--- config.mk ---
export PLATFORM = sky130hd
export DESIGN_NAME = cnbc_queue
export DESIGN_NICKNAME = d
export VERILOG_FILES = /design/src/hdl/cnbc_pkg.sv /design/src/hdl/cnbc_queue.sv
export SDC_FILE = /design/constraint.sdc
export NUM_CORES = 1
export LEC_CHECK = 0
export BUFFER_PORTS_ARGS = -buffer_cell sky130_fd_sc_hd__buf_2
export CAP_MARGIN = 25
export CORE_AREA = 10 10 47 49
export CTS_BUF_LIST = sky130_fd_sc_hd__clkbuf_16
export CTS_CLUSTER_DIAMETER = 150
export CTS_CLUSTER_SIZE = 12
export DETAILED_ROUTE_END_ITERATION = 10
export DIE_AREA = 0 0 57 59
export PLACE_DENSITY_LB_ADDON = 0.25
export RECOVER_POWER = 50
export SYNTH_ARGS = -nofsm -noshare
export SYNTH_HDL_FRONTEND = slang
export SYNTH_SLANG_ARGS = --single-unit
export TNS_END_PERCENT = 10
--- constraint.sdc ---
create_clock -name aclk -period 3.45 [get_ports aclk]
set_input_delay 0.345 -clock aclk [delete_from_list [all_inputs] [get_ports aclk]]
set_output_delay 0.345 -clock aclk [all_outputs]
set_load 0.1 [all_outputs]
--- src/hdl/cnbc_pkg.sv ---
// Shared types and constants for the coverage new-bits checker.
// No dependencies; every other file of the block but cnbc_ram imports this package.
`timescale 1ns / 1ps

package cnbc_pkg;

    // Map geometry and data widths
    localparam int MAP_WORDS_DEF = 8192;
    localparam int COV_W         = 64;
    localparam int BYTE_W        = 8;
    localparam int COV_BYTES     = COV_W / BYTE_W;
    localparam int OUT_TDATA_W   = 8;
    localparam int QUEUE_DEPTH   = 2;

    localparam logic [BYTE_W-1:0] PRISTINE_BYTE = 8'hff;

    // Verdict codes, ordered by strength
    typedef enum logic [1:0] {
        VERDICT_NONE     = 2'd0,
        VERDICT_NEW_BITS = 2'd1,
        VERDICT_NEW_BYTE = 2'd2
    } verdict_t;

    // One classified word handed from front to back
    typedef struct packed {
        verdict_t cls;
        logic     last;
    } cls_item_t;

    // Stronger of two verdicts
    function automatic verdict_t verdict_max(input verdict_t a, input verdict_t b);
        verdict_t r;
        r = (a > b) ? a : b;
        return r;
    endfunction

endpackage

--- src/hdl/cnbc_queue.sv ---
// Short queue of classified words between front and back.
// Depends on cnbc_pkg.
`timescale 1ns / 1ps

module cnbc_queue
    import cnbc_pkg::*;
(
    input  logic      aclk,
    input  logic      aresetn,
    input  logic      push_valid,
    input  cls_item_t push_item,
    output logic      push_ready,
    output logic      pop_valid,
    output cls_item_t pop_item,
    input  logic      pop_ready
);

    localparam int QAW = (QUEUE_DEPTH > 1) ? $clog2(QUEUE_DEPTH) : 1;
    localparam int QCW = $clog2(QUEUE_DEPTH + 1);

    cls_item_t        slot_reg [QUEUE_DEPTH];
    logic [QAW-1:0]   wr_ptr_reg, wr_ptr_next;
    logic [QAW-1:0]   rd_ptr_reg, rd_ptr_next;
    logic [QCW-1:0]   count_reg, count_next;
    logic             push, pop;

    assign push_ready = count_reg != QCW'(QUEUE_DEPTH);
    assign pop_valid  = count_reg != '0;
    assign pop_item   = slot_reg[rd_ptr_reg];
    assign push       = push_valid && push_ready;
    assign pop        = pop_valid && pop_ready;

    // Advance pointers and count
    always_comb begin
        wr_ptr_next = wr_ptr_reg;
        rd_ptr_next = rd_ptr_reg;
        count_next  = count_reg;
        if (push) begin
            wr_ptr_next = (wr_ptr_reg == QAW'(QUEUE_DEPTH - 1)) ? '0 : wr_ptr_reg + 1'b1;
        end
        if (pop) begin
            rd_ptr_next = (rd_ptr_reg == QAW'(QUEUE_DEPTH - 1)) ? '0 : rd_ptr_reg + 1'b1;
        end
        unique case ({push, pop})
            2'b10:   count_next = count_reg + 1'b1;
            2'b01:   count_next = count_reg - 1'b1;
            default: count_next = count_reg;
        endcase
    end

    always_ff @(posedge aclk) begin
        if (!aresetn) begin
            wr_ptr_reg <= '0;
            rd_ptr_reg <= '0;
            count_reg  <= '0;
        end else begin
            wr_ptr_reg <= wr_ptr_next;
            rd_ptr_reg <= rd_ptr_next;
            count_reg  <= count_next;
        end
    end

    // Store entries
    always_ff @(posedge aclk) begin
        if (push) begin
            slot_reg[wr_ptr_reg] <= push_item;
        end
    end

endmodule

; ---- Word-level counts from Yosys, hierarchy flattened
; Memories as Yosys holds them, arrays and structs flattened. A register that Yosys moved wholly into a read port is not among the register bits.
; Cells that the tools add are included.
[totals]
reg_bits = 4
wordCells = 22
in_bits = 7
out_inout_bits = 5
ram_bits = 6
mem_count = 1
[memory_table]
columns = name, words, width, rd, rd_clocked_by_memory_dff, write_ports, line_no
row1 = slot_reg, 2, 3, 1, 1, 1, cnbc_queue.sv:21  ; cls_item_t slot_reg [QUEUE_DEPTH];
[classes]
mux = 7
n_reduce_logical = 4
n_eq_ne = 3
n_addsub = 4
[ops]
columns = cell, n
row1 = two-way mux 1 bit, 6
row2 = one-hot mux 2 bit (2 select lines), 1
row3 = nonzero test 2 bit, 2
row4 = adder 1 bit (second input constant), 2
row5 = adder 2 x 1 -> 2 bit (second input constant), 1
row6 = equality test 2 x 1 -> 1 bit (second input constant), 1
row7 = equality test 2 bit (second input constant), 1
row8 = logical AND 1 bit, 2
row9 = != test 2 bit (second input constant), 1
row10 = subtractor 2 x 1 -> 2 bit (second input constant), 1

; ---- Depth between registers and ports, before layout
[logic_depth]
depth_word = 4
mapped_depth = 6
depth_no_buf = 6

; ---- Least setup slack after synthesis
; No wires, ideal clock.
[synth_timing]
kind = register to register
from = register count_reg[0]
to = register count_reg[1]
slack_ps = 1207
n_path_buf = 0
synth_period_minus_slack_ps = 2243
path_stages_with_launch = 6
arrival_time_ps = 2173
setup_time_ps = 70
t_required_ps = 3380
cell_sequence = dfxtp_1 > nand2b_1 > nand2_1 > ha_1 > or3_1 > a21oi_1
[synth_via]
elab_chain_cells = 4
elab_cells_between_ends = 10
cone_classes = add/sub: 2 / eq/ne: 3 / mux: 1 / reduce/logical: 4
[synth_rtl]
columns = item, line_no
row1 = start: declaration, cnbc_queue.sv:24  ; logic [QCW-1:0] count_reg, count_next;
row2 = start signal: assignment, cnbc_queue.sv:59  ; count_reg <= count_next;
row3 = != test 2 bit (*), cnbc_queue.sv:27  ; assign push_ready = count_reg != QCW'(QUEUE_DEPTH);
row4 = via push_ready, cnbc_queue.sv:12  ; output logic push_ready,
row5 = logical AND 1 bit (*), cnbc_queue.sv:30  ; assign push = push_valid && push_ready;
row6 = equality test 2 x 1 -> 1 bit or equality test 2 bit (tied branches), cnbc_queue.sv:44  ; unique case ({push, pop})
row7 = one-hot mux 2 bit (2 select lines) or nonzero test 2 bit (tied branches), n/a
; The timed path passes the listed nets; every way through them passes the cells marked *.
; A chain may end at the register's enable or synchronous reset.

; ---- Worst setup path after layout
[layout_timing]
from = register count_reg[0]
to = output push_ready
[layout_via]
elab_chain_cells = 1
[layout_rtl]
columns = item, line_no
row1 = != test 2 bit, cnbc_queue.sv:27
row2 = end: declaration, cnbc_queue.sv:12
; Every way passes these cells.

==> metrics.txt <==
adder-cell share of the synthesized area=2.84%; Min-Delay Path Depth=1; Reg clk slew, reported paths=0.04 ns; Post-CTS Setup Inserts=0; Largest register FFs=6; largest net degree at the start of global routing=8; initial drt markers=4; combinational family with the most area after synthesis=simple AND/OR/NAND/NOR gates; CTS Buffer Depth=2; CP max stage delay=0.45 ns; Synth top cells by count=6 x edfxtp_1, 5 x dfxtp_1, 3 x mux2_2, 3 x nor2_1; clock insertion delay at the later pin of the skew report=0.23 ns; CP Cell Sequence=nand2b_1 -> buf_2; register area share after synthesis=63.6%; max cap viols=0; Area Growth Syn to Fin=34.9%; synthesis-stage register bit count=11; EDFF count, synth=6; Initial Utilization=31.4%; CTS tree=done; final hold vios=0; status=complete, no violations; Die X=57 µm; # fillers=146; antenna cell count=0; vias in the first global route=295; syn avg cell area=13.0 µm²; DRC viols=0; proportion of synthesized area in mux cells=7.67%; Crit. End Element=primary output; RSZ-0062 raised after global routing=no; syn nets=42; share of synthesized registers carrying an async set or reset=0%; Synth Flop Type=edfxtp_1; slowest CP cell=buf_2; Post-Synth Simple-Gate Area=10.8%; Worst Setup Start Kind=register; Fmax=612 MHz; ANT nets after route=0; synth top area cells=edfxtp_1 41%, dfxtp_1 23%, mux2_2 7.7%, xnor2_1 4.0%, ha_1 2.8%; crit path time final=1.63 ns; worst slew pin tran=0.488 ns; clock root buffer=clkbuf_16; Post-CTS Resized=0; family with the most delay on the worst path=buffers and inverters; most numerous cell in the Yosys netlist=edfxtp_1; I/O Pins=12; Setup Crit Path Kind=register to primary output; crit-path max FO=5; cts hold-fix bufs=0; GR Util All Layers=4.54%; port bufs=11; DIE AREA=3360 µm²; TritonCTS Buffers=3; yosys warns=0; final worst clock skew=0.000542 ns; required time of the critical path=3.11 ns; Synth Area in XOR/XNOR=5.97%; first-pass GRT wire length=1200 µm; Yosys top cell by area=edfxtp_1; Synth Instances=34; htree depth=1; Synth Area in Compound Gates=7.39%; WP data arrival=1.29 ns; wire length per cell=11.7 µm; Mapped Area=440 µm²; grt ovf=0; Yosys top cell area share=40.9%; final slew viol count=0; worst reg-to-reg path cell count=5; storage element area=280 µm²; area of the core=1400 µm²; slew margin rel.=67.7%; DR vias/cell=4.51; dpl hpwl=578 µm; Die Y=59 µm; area of the multi-input gates=153 µm²; GP Congestion=0.599; setup TNS=0 ns; vias=293; Core Rows=14; final worst-path cycle share=47.4%; Crit. path cell count=2; unique cell type count in the Yosys netlist=18; Buf+Inv Stages, Crit Path=1; Total Wirelength=761 µm; worst hold path class=primary input to register; setup violators final=0; nets@finish=58; TritonRoute pass-1 iters=3; antenna violations before repair=0; clock sinks=11; layout cells sized above 1=38.8%
through the flow:
step           cell area, µm²  cells  hold WS [ns]  worst slack [ns]  utilization [%]
6_report                  594     65         0.304              1.82             42.4
5_1_grt                   594     65         0.297              1.74             42.4
4_1_cts                   596     65         0.301              1.80             42.5
3_5_place_dp              515     61         0.505              1.88             36.8
3_3_place_gp              515     61         0.504              1.89             36.8
2_1_floorplan             440     34         0.444              1.21                -
final cells by class:
class	count	share of cell area, %
Tap cell	16	3.37
Inverter	2	1.26
Sequential cell	11	47.2
Multi-Input combinational cell	21	25.7
Clock buffer	3	12.6
Clock inverter	1	0.842
Timing Repair Buffer	11	9.05
worst reg2reg max path: stages (launching register included):
cell	delay, ns
dfxtp_1	0.39
nand2b_1	0.21
nand2_1	0.08
ha_1	0.32
or3_1	0.37
a21oi_1	0.13
cell usage in the layout, fill, tap and decap left out, drive strengths merged:
| cell | n |
|---|---|
| nand3b | 1 |
| clkbuf | 4 |
| inv | 2 |
| or3 | 1 |
| xor2 | 1 |
| xnor2 | 2 |
| buf | 10 |
| and3 | 1 |
| o21a | 1 |
| a21oi | 2 |
| nand2 | 1 |
| o21ai | 1 |
| nor2 | 3 |
| a21bo | 1 |
| edfxtp | 6 |
| clkinv | 1 |
| or2 | 1 |
| dfxtp | 5 |
| nand2b | 1 |
| mux2 | 3 |
| ha | 1 |
cells by family after synthesis:
| family | count (synthesis) |
|---|---|
| AND/OR/NAND/NOR | 9 |
| XOR/XNOR | 3 |
| flip-flops | 11 |
| buffers and inverters | 2 |
| adder cells (fa/ha/maj) | 1 |
| multiplexers | 3 |
| AO/OA/AOI/OAI | 5 |
worst paths after layout:
kind / from / to / slack, ns
max: count_reg[0] / push_ready / 1.82
min: push_item[0] / slot_reg[0][0] / 0.30
max reg2reg: count_reg[0] / count_reg[1] / 1.88
min reg2reg: count_reg[1] / count_reg[1] / 0.53
layer usage:
layer	vias up	GRT usage (%)	part of all wire [%]
met5	-	0	0
met3	2	3.22	6.6
met4	0	2.01	0.79
met2	8	6.98	47
li1	148	-	-
met1	135	4.65	46
Power is not shown: default switching activity piles up to over one toggle a cycle in this logic, so the estimate is an artifact.
