<file path="src/hdl/cnbc_pkg.sv">
// Shared types and constants for the coverage new-bits checker.
// No dependencies; every other file of the block but cnbc_ram imports this package.
`timescale 1ns / 1ps

package cnbc_pkg;

    // Map geometry and data widths
    localparam int MAP_WORDS_DEF = 8192;
    localparam int COV_W         = 64;
    localparam int BYTE_W        = 8;
    localparam int COV_BYTES     = COV_W / BYTE_W;
    localparam int OUT_TDATA_W   = 8;
    localparam int QUEUE_DEPTH   = 2;

    localparam logic [BYTE_W-1:0] PRISTINE_BYTE = 8'hff;

    // Verdict codes, ordered by strength
    typedef enum logic [1:0] {
        VERDICT_NONE     = 2'd0,
        VERDICT_NEW_BITS = 2'd1,
        VERDICT_NEW_BYTE = 2'd2
    } verdict_t;

    // One classified word handed from front to back
    typedef struct packed {
        verdict_t cls;
        logic     last;
    } cls_item_t;

    // Stronger of two verdicts
    function automatic verdict_t verdict_max(input verdict_t a, input verdict_t b);
        verdict_t r;
        r = (a > b) ? a : b;
        return r;
    endfunction

endpackage

</file>
<file path="src/hdl/cnbc_back.sv">
// Back part: folds word classes into the run verdict and emits it on the last word.
// Depends on cnbc_pkg.
`timescale 1ns / 1ps

module cnbc_back
    import cnbc_pkg::*;
(
    input  logic                   aclk,
    input  logic                   aresetn,
    input  logic                   pop_valid,
    input  cls_item_t              pop_item,
    output logic                   pop_ready,
    output logic                   m_tvalid,
    input  logic                   m_tready,
    output logic [OUT_TDATA_W-1:0] m_tdata
);

    verdict_t run_reg, run_next;
    verdict_t out_reg;
    logic     out_valid_reg, out_valid_next;
    logic     out_free;
    logic     pop;
    verdict_t merged;

    assign out_free  = !out_valid_reg || m_tready;
    assign pop_ready = !pop_item.last || out_free;
    assign pop       = pop_valid && pop_ready;
    assign merged    = verdict_max(run_reg, pop_item.cls);

    // Accumulate and release the run verdict
    always_comb begin
        run_next       = run_reg;
        out_valid_next = out_valid_reg;
        if (m_tready) begin
            out_valid_next = 1'b0;
        end
        if (pop) begin
            if (pop_item.last) begin
                run_next       = VERDICT_NONE;
                out_valid_next = 1'b1;
            end else begin
                run_next = merged;
            end
        end
    end

    always_ff @(posedge aclk) begin
        if (!aresetn) begin
            run_reg       <= VERDICT_NONE;
            out_valid_reg <= 1'b0;
        end else begin
            run_reg       <= run_next;
            out_valid_reg <= out_valid_next;
        end
    end

    // Hold the result until taken
    always_ff @(posedge aclk) begin
        if (pop && pop_item.last) begin
            out_reg <= merged;
        end
    end

    assign m_tvalid = out_valid_reg;
    assign m_tdata  = {{(OUT_TDATA_W-2){1'b0}}, out_reg};

endmodule

</file>
<file path="config.mk">
export PLATFORM = sky130hd
export DESIGN_NAME = cnbc_back
export DESIGN_NICKNAME = d
export VERILOG_FILES = /design/src/hdl/cnbc_pkg.sv /design/src/hdl/cnbc_back.sv
export SDC_FILE = /design/constraint.sdc
export NUM_CORES = 1
export LEC_CHECK = 0
export BUFFER_PORTS_ARGS = -buffer_cell sky130_fd_sc_hd__buf_2
export CAP_MARGIN = 40
export CELL_PAD_IN_SITES_DETAIL_PLACEMENT = 1
export CELL_PAD_IN_SITES_GLOBAL_PLACEMENT = 1
export CORE_UTILIZATION = 26
export CTS_BUF_LIST = sky130_fd_sc_hd__clkbuf_16
export CTS_CLUSTER_SIZE = 30
export DETAILED_ROUTE_END_ITERATION = 7
export HOLD_SLACK_MARGIN = 0.12
export PLACE_DENSITY = 0.73
export SETUP_SLACK_MARGIN = 0.3
export SLEW_MARGIN = 10
export SYNTH_ARGS = -nofsm -noshare
export SYNTH_HDL_FRONTEND = slang
export SYNTH_SLANG_ARGS = --single-unit
</file>
<file path="constraint.sdc">
create_clock -name aclk -period 1.6 [get_ports aclk]
set_input_delay 0.16 -clock aclk [delete_from_list [all_inputs] [get_ports aclk]]
set_output_delay 0.16 -clock aclk [all_outputs]
set_load 0.01 [all_outputs]
</file>
**Word level (Yosys, flattened, before mapping)**

Cells that the tools add are included.

- Order comparisons: 1
- Muxes and demuxes: 5
- Reductions and logical operators: 6

Operator list:

| cell | number |
|---|---|
| two-way mux 2 bit | 2 |
| two-way mux 1 bit | 3 |
| > comparator 2 bit | 1 |
| logical AND 1 bit | 2 |
| zero test 1 bit | 2 |
| logical OR 1 bit | 2 |

- Register bits after elaboration: 5
- Input port bits: 7
- Output and inout bits: 10

**Depth between registers and ports, before layout**

Gate-level depths: netlist (run 1).

- Depth in word-level cells: 5
- Mapped depth: 5

**Worst setup path before layout (run 1)**

No wires, ideal clock.

- Path kind: reg2reg
- From: register run_reg[1]
- To: register out_reg[0] (data pin)
- Library setup time: 0.256 ns
- Data arrival time: 1.228 ns
- Setup slack: 0.116 ns
- Cell stages (with the launch flop): 6
- Clock period less this slack: 1.484 ns
- Cell sequence: dfxtp_1 -> inv_1 -> ha_1 -> nand2b_4 -> a211o_1 -> and2_2

- Word-level cells in the longest chain between the ends: 2

RTL lines:

| what | line | RTL |
|---|---|---|
| start, declared | cnbc_back.sv:18 | `verdict_t run_reg, run_next;` |
| start signal, assigned | cnbc_back.sv:52 | `run_reg <= run_next;` |
| > comparator 2 bit | cnbc_pkg.sv:33 | `r = (a > b) ? a : b;` |
| two-way mux 2 bit | cnbc_pkg.sv:33 |  |
| net merged[0] | cnbc_back.sv:23 | `verdict_t merged;` |
| end signal, assigned | cnbc_back.sv:60 | `out_reg <= merged;` |
| end, declared | cnbc_back.sv:19 | `verdict_t out_reg;` |

The timed path passes the listed nets, and every way through them passes these cells.
A chain may end at the register's enable or synchronous reset.

**Worst setup path after layout (run 1)**

Same ends and word-level chain as after synthesis.

==> results of run 1 <==
area by class of cell:
cell class,instances,area (µm²)
clock buffer,3,75.07
tap,14,17.52
multi-input combinational,27,207.7
inverter,4,15.01
clock inverter,1,3.754
sequential,5,122.6
timing repair buffer,12,65.06
fill,127,664.4
cell usage in the layout, fill, tap and decap left out:
cell type and instances:
nor3_1 1, buf_2 10, o211ai_1 1, a41o_1 1, and3_1 1, clkbuf_16 3, ha_1 1, a21boi_0 1
nor2b_1 1, dfxtp_2 2, edfxtp_1 2, inv_1 3, nand2b_1 1, conb_1 6, nor2_1 1, a21oi_1 2
o21a_1 1, and2_1 1, and2_4 1, buf_4 2, dfxtp_1 1, nand2b_4 1, a211o_1 1, inv_2 2
nand2_1 2, ha_4 2, nand3b_1 1
power groups by stage:
stage / combinational [mW] / sequential (mW) / clock, mW
after global placement: 0.0729 / 0.146 / 0
after floorplan: 0.0600 / 0.148 / 0
after detailed placement: 0.0747 / 0.147 / 0
after CTS: 0.0791 / 0.145 / 0.414
after global routing: 0.0890 / 0.145 / 0.428
final: 0.0796 / 0.145 / 0.407
cells in the mapped netlist (all sizes together) (2+ instances only):
cell type and count:
nand2b 2, inv 4, and2 2, ha 3, nand2 2, a21oi 2
buf 6, dfxtp 3, edfxtp 2
path summary, 6_finish.rpt:
kind	cells past startpoint	slack, ns	to	startpoint
max	5	0.22	out_reg[0]$_DFFE_PP_	run_reg[1]$_SDFFE_PN0P_
min	2	0.19	run_reg[1]$_SDFFE_PN0P_	aresetn
max reg2reg	5	0.22	out_reg[0]$_DFFE_PP_	run_reg[1]$_SDFFE_PN0P_
min reg2reg	2	0.52	m_tvalid$_SDFF_PN0_	m_tvalid$_SDFF_PN0_
repair_timing:
item                                    CTS  global route
buffers inserted                          1             1
pin swaps                                 1             1
endpoints found under the setup margin    2             2
resized for setup                         1             0
logic make-up after synthesis:
logic type	share of synthesized area, %
compound gates	14.97
flops	35.04
fa+ha+maj	10.95
other cells	1.094
buf+inv	17.52
simple gates	20.44
critical path, stage by stage, from the launching register on:
cell      delay, ns
dfxtp_2        0.32
inv_2          0.05
ha_4           0.22
nand2b_4       0.14
a211o_1        0.27
and2_4         0.14
metal layers:
layer	GRT usage [%]	up-vias	part of all wire (%)
li1	-	143	-
met1	14.34	122	43
met5	0	-	0
met2	13.98	13	48
met4	13.39	0	2.0
met3	5.233	2	7.3
==> impl_metrics.toml, run 1 <==
[run_status]
status = "completed"

[placed_design]
hpwl_um = 526.5
dp_cells = 60
numPortBuffers = 10
gp_congestion = 0.6815
pre_cts_slack_ns = 0.2133
place_area_um2 = 411.6

[global_routing]
grt_use_total_pct = 11.84
grt_pass1_vias = 234
grt_max_degree = 6
grt_first_pass_wirelength_mm = 1.035
overflow = 0
antenna_found_initial = 0

[synthesis]
synth_top_area_share_pct = 17.52
ys_warn_count = 0
postSynthCellCount = 37
syn_area_per_cell_um2 = 9.266
ys_ff_latch = 5
ys_seq_area_share_pct = 35.04
syn_area_um2 = 342.8
synthTopCellsByArea = "dfxtp_1, edfxtp_1, buf_4"
synth_ff_type = "dfxtp_1"
synth_area_leader_cell = "dfxtp_1"
synthArstFlopShare_pct = 0
synth-edff-count = 2
yosys.cell_types.count = 22

[power_and_ir_drop]
power.switching_mw = 0.1252
power.internal_mw = 0.5066
p_leak_nw = 0.2477
power.density_mw_per_mm2 = 1247
finalPower_mw = 0.6318
combPwrFrac_pct = 12.6
peakVddDrop_v = 0.0004780
clkPwrFrac_pct = 64.5
power_switching_share_pct = 19.82
power_frac_seq_pct = 22.9

[sta]
holdWs_ns = 0.1916
grt_setup_unrepaired = "true"
finalCriticalPeriod_ns = 1.376
fmax_ghz = 0.7269
post-route-worst-setup-slack_ns = 0.2243
setup_tns_ns = 0
setup_viol = 0
drv_slew = 0
skew_ns = 0.001633
finalHoldViolCount = 0
timing.final.crit_share_pct = 85.98

[routing]
drtIter0Drc = 1
drt_wl_total_um = 699
final_antenna_net_count = 0
vias = 280
wl_per_cell_um = 10.59
drc = 0
firstDrtPassIters = 3
vias_per_cell = 4.242

[die]
dieArea_mm2 = 0.001468
start_util_pct = 29.27
fp.coreArea_mm2 = 0.001171
ios = 17
die_height_um = 38.31
die_w_um = 38.31
std_cell_rows = 12

[worst_setup_path]
path_max_fanout = 3
worstPathArrival_ns = 1.36
worst-endpoint-required_ns = 1.58
start_kind = "register"
endpoint_kind = "register"
critPathKind = "reg2reg"

[cells_and_area]
layout-drive-gt1-share_pct = 44.23
nets = 63
diodes = 0
finish.utilization_pct = 43.27
design_area_um2 = 506.7
finalNonFillerCells = 66
syn_to_final_growth_pct = 47.81

[clocking]
cts_buffers = 3
worstSkewPairLatency_ns = 0.23
clk_path_buf_depth = 2
tritoncts = "yes"
cts-root-buf = "clkbuf_16"
cts_sinks = 5
cts.clk_slew.worst_paths_ns = 0.04
cts_hold_buf = 0
cts.htree.levels = 1

[flow_run]
cap_viol_max_count = 0

[min_path]
holdCritPathClass = "in2reg"
Power figures use the tool's default switching activity.
==> run 2: changes to the inputs <==
- SETUP_SLACK_MARGIN: 0.3 -> 0.1
==> run 2 against run 1 <==
Effect of this change:
- register-to-register slack worse by 0.06 ns
- sequential share of layout area is 0.80 points higher
- combinational power shrank 9.2%
- sequential power about the same
- worst setup slack worse by 0.064 ns
- worst hold slack gained 0.00098 ns
- clock power about the same
- final cell count fell by 3.0%
- count of clock-buffer cells in the layout stayed put
- maximum frequency decreased by 4.4%
- flip-flop and latch count is the same
- cell area fell by 3.2%
- largest cell class unchanged
==> impl_metrics.toml, run 2 (synthesis results as in run 1) <==
[placed_design]
numPortBuffers = 10
gp_congestion = 0.6688
hpwl_um = 517.9
dp_cells = 60

[die]
ios = 17
die_height_um = 38.31
std_cell_rows = 12
die_w_um = 38.31
dieArea_mm2 = 0.001468
fp.coreArea_mm2 = 0.001171
start_util_pct = 29.27

[power_and_ir_drop]
power.density_mw_per_mm2 = 1270
finalPower_mw = 0.6229
p_leak_nw = 0.2359
peakVddDrop_v = 0.0007149

[worst_setup_path]
path_max_fanout = 3
endpoint_kind = "register"
critPathKind = "reg2reg"
worstPathArrival_ns = 1.42
worst-endpoint-required_ns = 1.58
start_kind = "register"
critPathSlowestCell = "dfxtp_2"
slowest_delay_ns = 0.32
crit_chain = "inv_2 -> ha_4 -> nand2b_4 -> a211o_1 -> and2_2"

[cells_and_area]
multi_input_area_um2 = 206.4
nets = 61
nFillCells = 151
final_common_cell = "buf_2"
syn_to_final_growth_pct = 43.07
seqCellArea_um2 = 122.6
layout_common_cells = "buf_2, conb_1, inv_1, clkbuf_16"
layout-drive-gt1-share_pct = 42.00
diodes = 0
finalNonFillerCells = 64

[sta]
holdWs_ns = 0.1926
grt_setup_unrepaired = "false"
fmax_ghz = 0.6946
finalHoldViolCount = 0
skew_ns = 0.0002618
setup_tns_ns = 0
finalCriticalPeriod_ns = 1.440
drv_slew = 0
setup_viol = 0
timing.final.crit_share_pct = 89.98

[routing]
drtIter0Drc = 4
final_antenna_net_count = 0
drc = 0
firstDrtPassIters = 4
vias_per_cell = 4.375
vias = 280
drt_wl_total_um = 736
wl_per_cell_um = 11.50

[clocking]
worstSkewPairLatency_ns = 0.23
cts.clk_slew.worst_paths_ns = 0.03
cts_buffers = 3
cts-root-buf = "clkbuf_16"
cts_sinks = 5
clk_path_buf_depth = 2
cts.htree.levels = 1
cts_hold_buf = 0
tritoncts = "yes"

[global_routing]
grt_pass1_vias = 265
grt_first_pass_wirelength_mm = 1.131
grt_use_total_pct = 13.15
grt_max_degree = 6
overflow = 0
antenna_found_initial = 0

[min_path]
holdCritPathClass = "in2reg"

[flow_run]
cap_viol_max_count = 0

[run_status]
status = "completed"
run 2: final cells by class:
class / instances / share of cell area [%]
Sequential cell: 5 / 25.00
Clock inverter: 1 / 0.7653
Tap cell: 14 / 3.571
Inverter: 4 / 3.061
Multi-Input combinational cell: 27 / 42.09
Timing Repair Buffer: 10 / 10.20
Clock buffer: 3 / 15.31
run 2: path summary, 6_finish.rpt:
| kind | slack (ns) | from | end | cells past startpoint |
|---|---|---|---|---|
| max reg2reg | 0.16 | run_reg[1]$_SDFFE_PN0P_ | out_reg[0]$_DFFE_PP_ | 5 |
| min | 0.19 | aresetn | run_reg[1]$_SDFFE_PN0P_ | 2 |
| min reg2reg | 0.53 | m_tvalid$_SDFF_PN0_ | m_tvalid$_SDFF_PN0_ | 2 |
| max | 0.16 | run_reg[1]$_SDFFE_PN0P_ | out_reg[0]$_DFFE_PP_ | 5 |
run 2: what timing repair did:
item,4_1_cts,5_1_grt
resized for setup,2,4
endpoints found under the setup margin,1,1
setup buffers,0,0
pin swaps,0,0
run 2: worst max-delay path: cells and delay by family (launching register included):
kind	cells	cell delay, ns
simple gates	2	0.30
buf+inv	1	0.05
flops	1	0.32
compound gates	1	0.30
fa+ha+maj	1	0.21
run 2: power by group:
part,switching (mW),internal (mW)
clock network,0.0818,0.324
logic,0.0381,0.0343
registers,0.00320,0.142
total,0.123,0.500
run 2: metrics by stage:
| stage | area, µm² | util (%) | worst slack (ns) |
|---|---|---|---|
| finish | 490.5 | 41.88 | 0.1603 |
| global route | 490.5 | 41.88 | 0.1133 |
| CTS | 488.0 | 41.67 | 0.1172 |
| detailed placement | 384.1 | 32.80 | 0.05284 |
| global placement | 384.1 | 32.80 | 0.06012 |
| floorplan | 361.6 | - | 0.1165 |
run 2: per-layer routing:
metal	wire, µm	GRT usage [%]
met3	51	3.488
met4	38	16.07
met5	0	0
met1	267	11.74
met2	378	21.61
==> run 3: changes to the inputs <==
- PLACE_DENSITY: 0.73 -> default
- PLACE_DENSITY_LB_ADDON: default -> 0.12
==> run 3 against run 2 <==
Effect of this change:
- clock skew rose by 0.00060 ns
- sequential power barely moved
- first-iteration DRC count fell by 75%
==> impl_metrics.toml, run 3 (synthesis results as in run 1) <==
[power_and_ir_drop]
power_switching_share_pct = 19.60
combPwrFrac_pct = 11.9
power_frac_seq_pct = 23.2
clkPwrFrac_pct = 64.9
peakVddDrop_v = 0.0009643
power.switching_mw = 0.1219
power.internal_mw = 0.5002
power.density_mw_per_mm2 = 1272
p_leak_nw = 0.2353

[global_routing]
grt_first_pass_wirelength_mm = 1.276
grt_max_degree = 6
antenna_found_initial = 0
grt_use_total_pct = 14.08
overflow = 0
grt_pass1_vias = 306

[worst_setup_path]
start_kind = "register"
endpoint_kind = "register"
critPathKind = "reg2reg"
path_max_fanout = 2
worst-endpoint-required_ns = 1.58
worstPathArrival_ns = 1.42

[flow_run]
cap_viol_max_count = 0

[die]
die_height_um = 38.31
dieArea_mm2 = 0.001468
start_util_pct = 29.27
die_w_um = 38.31
ios = 17
fp.coreArea_mm2 = 0.001171
std_cell_rows = 12

[sta]
skew_ns = 0.0008607
setup_viol = 0
timing.final.crit_share_pct = 89.88
drv_slew = 0
grt_setup_unrepaired = "false"
fmax_ghz = 0.6954
setup_tns_ns = 0
finalCriticalPeriod_ns = 1.438
finalHoldViolCount = 0

[routing]
vias = 277
drtIter0Drc = 1
drc = 0
firstDrtPassIters = 2
drt_wl_total_um = 762
final_antenna_net_count = 0
vias_per_cell = 4.328
wl_per_cell_um = 11.91

[cells_and_area]
nets = 61
layout_common_cells = "buf_2, conb_1, inv_1"
nFillCells = 145
syn_to_final_growth_pct = 42.70
finalNonFillerCells = 64
final_common_cell = "buf_2"
layout-drive-gt1-share_pct = 38.00
diodes = 0

[clocking]
cts.htree.levels = 1
cts_buffers = 3
cts_sinks = 5
cts.clk_slew.worst_paths_ns = 0.03
clk_path_buf_depth = 2
worstSkewPairLatency_ns = 0.23
tritoncts = "yes"
cts_hold_buf = 0
cts-root-buf = "clkbuf_16"

[run_status]
status = "completed"

[placed_design]
hpwl_um = 608.5
numPortBuffers = 10
gp_congestion = 0.7352
dp_cells = 60

[min_path]
holdCritPathClass = "in2reg"
-- run 3: layout make-up --
cell class	instances	area, µm²	area share [%]
repair buffers	10	50.05	10.23
well taps	14	17.52	3.581
inverters	4	15.01	3.069
multi-input cells	27	206.4	42.20
clock buffers	3	75.07	15.35
clock inverters	1	3.754	0.7673
flip-flops and latches	5	121.4	24.81
-- run 3: worst max-delay path: stages (launching register included) --
cell	delay, ns
dfxtp_1	0.32
inv_1	0.08
ha_4	0.29
nor3_1	0.05
a211o_1	0.29
and2_2	0.17
-- run 3: final timing paths --
check                           cells after the start                 endpoint  slack [ns]                    start
worst min-delay path                                2  run_reg[1]$_SDFFE_PN0P_        0.19                  aresetn
worst min register to register                      2      m_tvalid$_SDFF_PN0_        0.52      m_tvalid$_SDFF_PN0_
worst max-delay path                                5     out_reg[0]$_DFFE_PP_        0.16  run_reg[0]$_SDFFE_PN0P_
worst max register to register                      5     out_reg[0]$_DFFE_PP_        0.16  run_reg[0]$_SDFFE_PN0P_
-- run 3: routing by layer --
layer | GRT usage (%) | vias up | routed length, µm
li1 | - | 138 | -
met1 | 11.91 | 129 | 279
met2 | 24.58 | 10 | 428
met3 | 8.721 | 0 | 54
met4 | 8.036 | 0 | 0
met5 | 0 | - | 0
-- run 3: through the flow --
step                power (mW)  hold WS [ns]  worst slack [ns]  util [%]  cell area, µm²
finish                  0.6221        0.1906            0.1619     41.77           489.2
global route            0.6497        0.2125            0.1122     41.77           489.2
CTS                     0.6302        0.1937            0.1058     41.67           488.0
detailed placement      0.2112        0.4287           0.03798     32.80           384.1
global placement        0.2079        0.4238           0.07048     32.80           384.1
floorplan               0.1993        0.2775            0.1165         -           361.6
-- run 3: power groups by stage --
stage,clock network [mW],logic (mW),registers (mW)
5_1_grt,0.422,0.0824,0.145
2_1_floorplan,0,0.0515,0.148
6_report,0.404,0.0742,0.144
4_1_cts,0.413,0.0737,0.144
3_5_place_dp,0,0.0656,0.146
3_3_place_gp,0,0.0623,0.146
-- run 3: what timing repair did --
action                     4_1_cts  5_1_grt
gates resized for setup          2        2
setup buffers                    0        0
setup endpoints to repair        1        1
pin swaps                        0        1
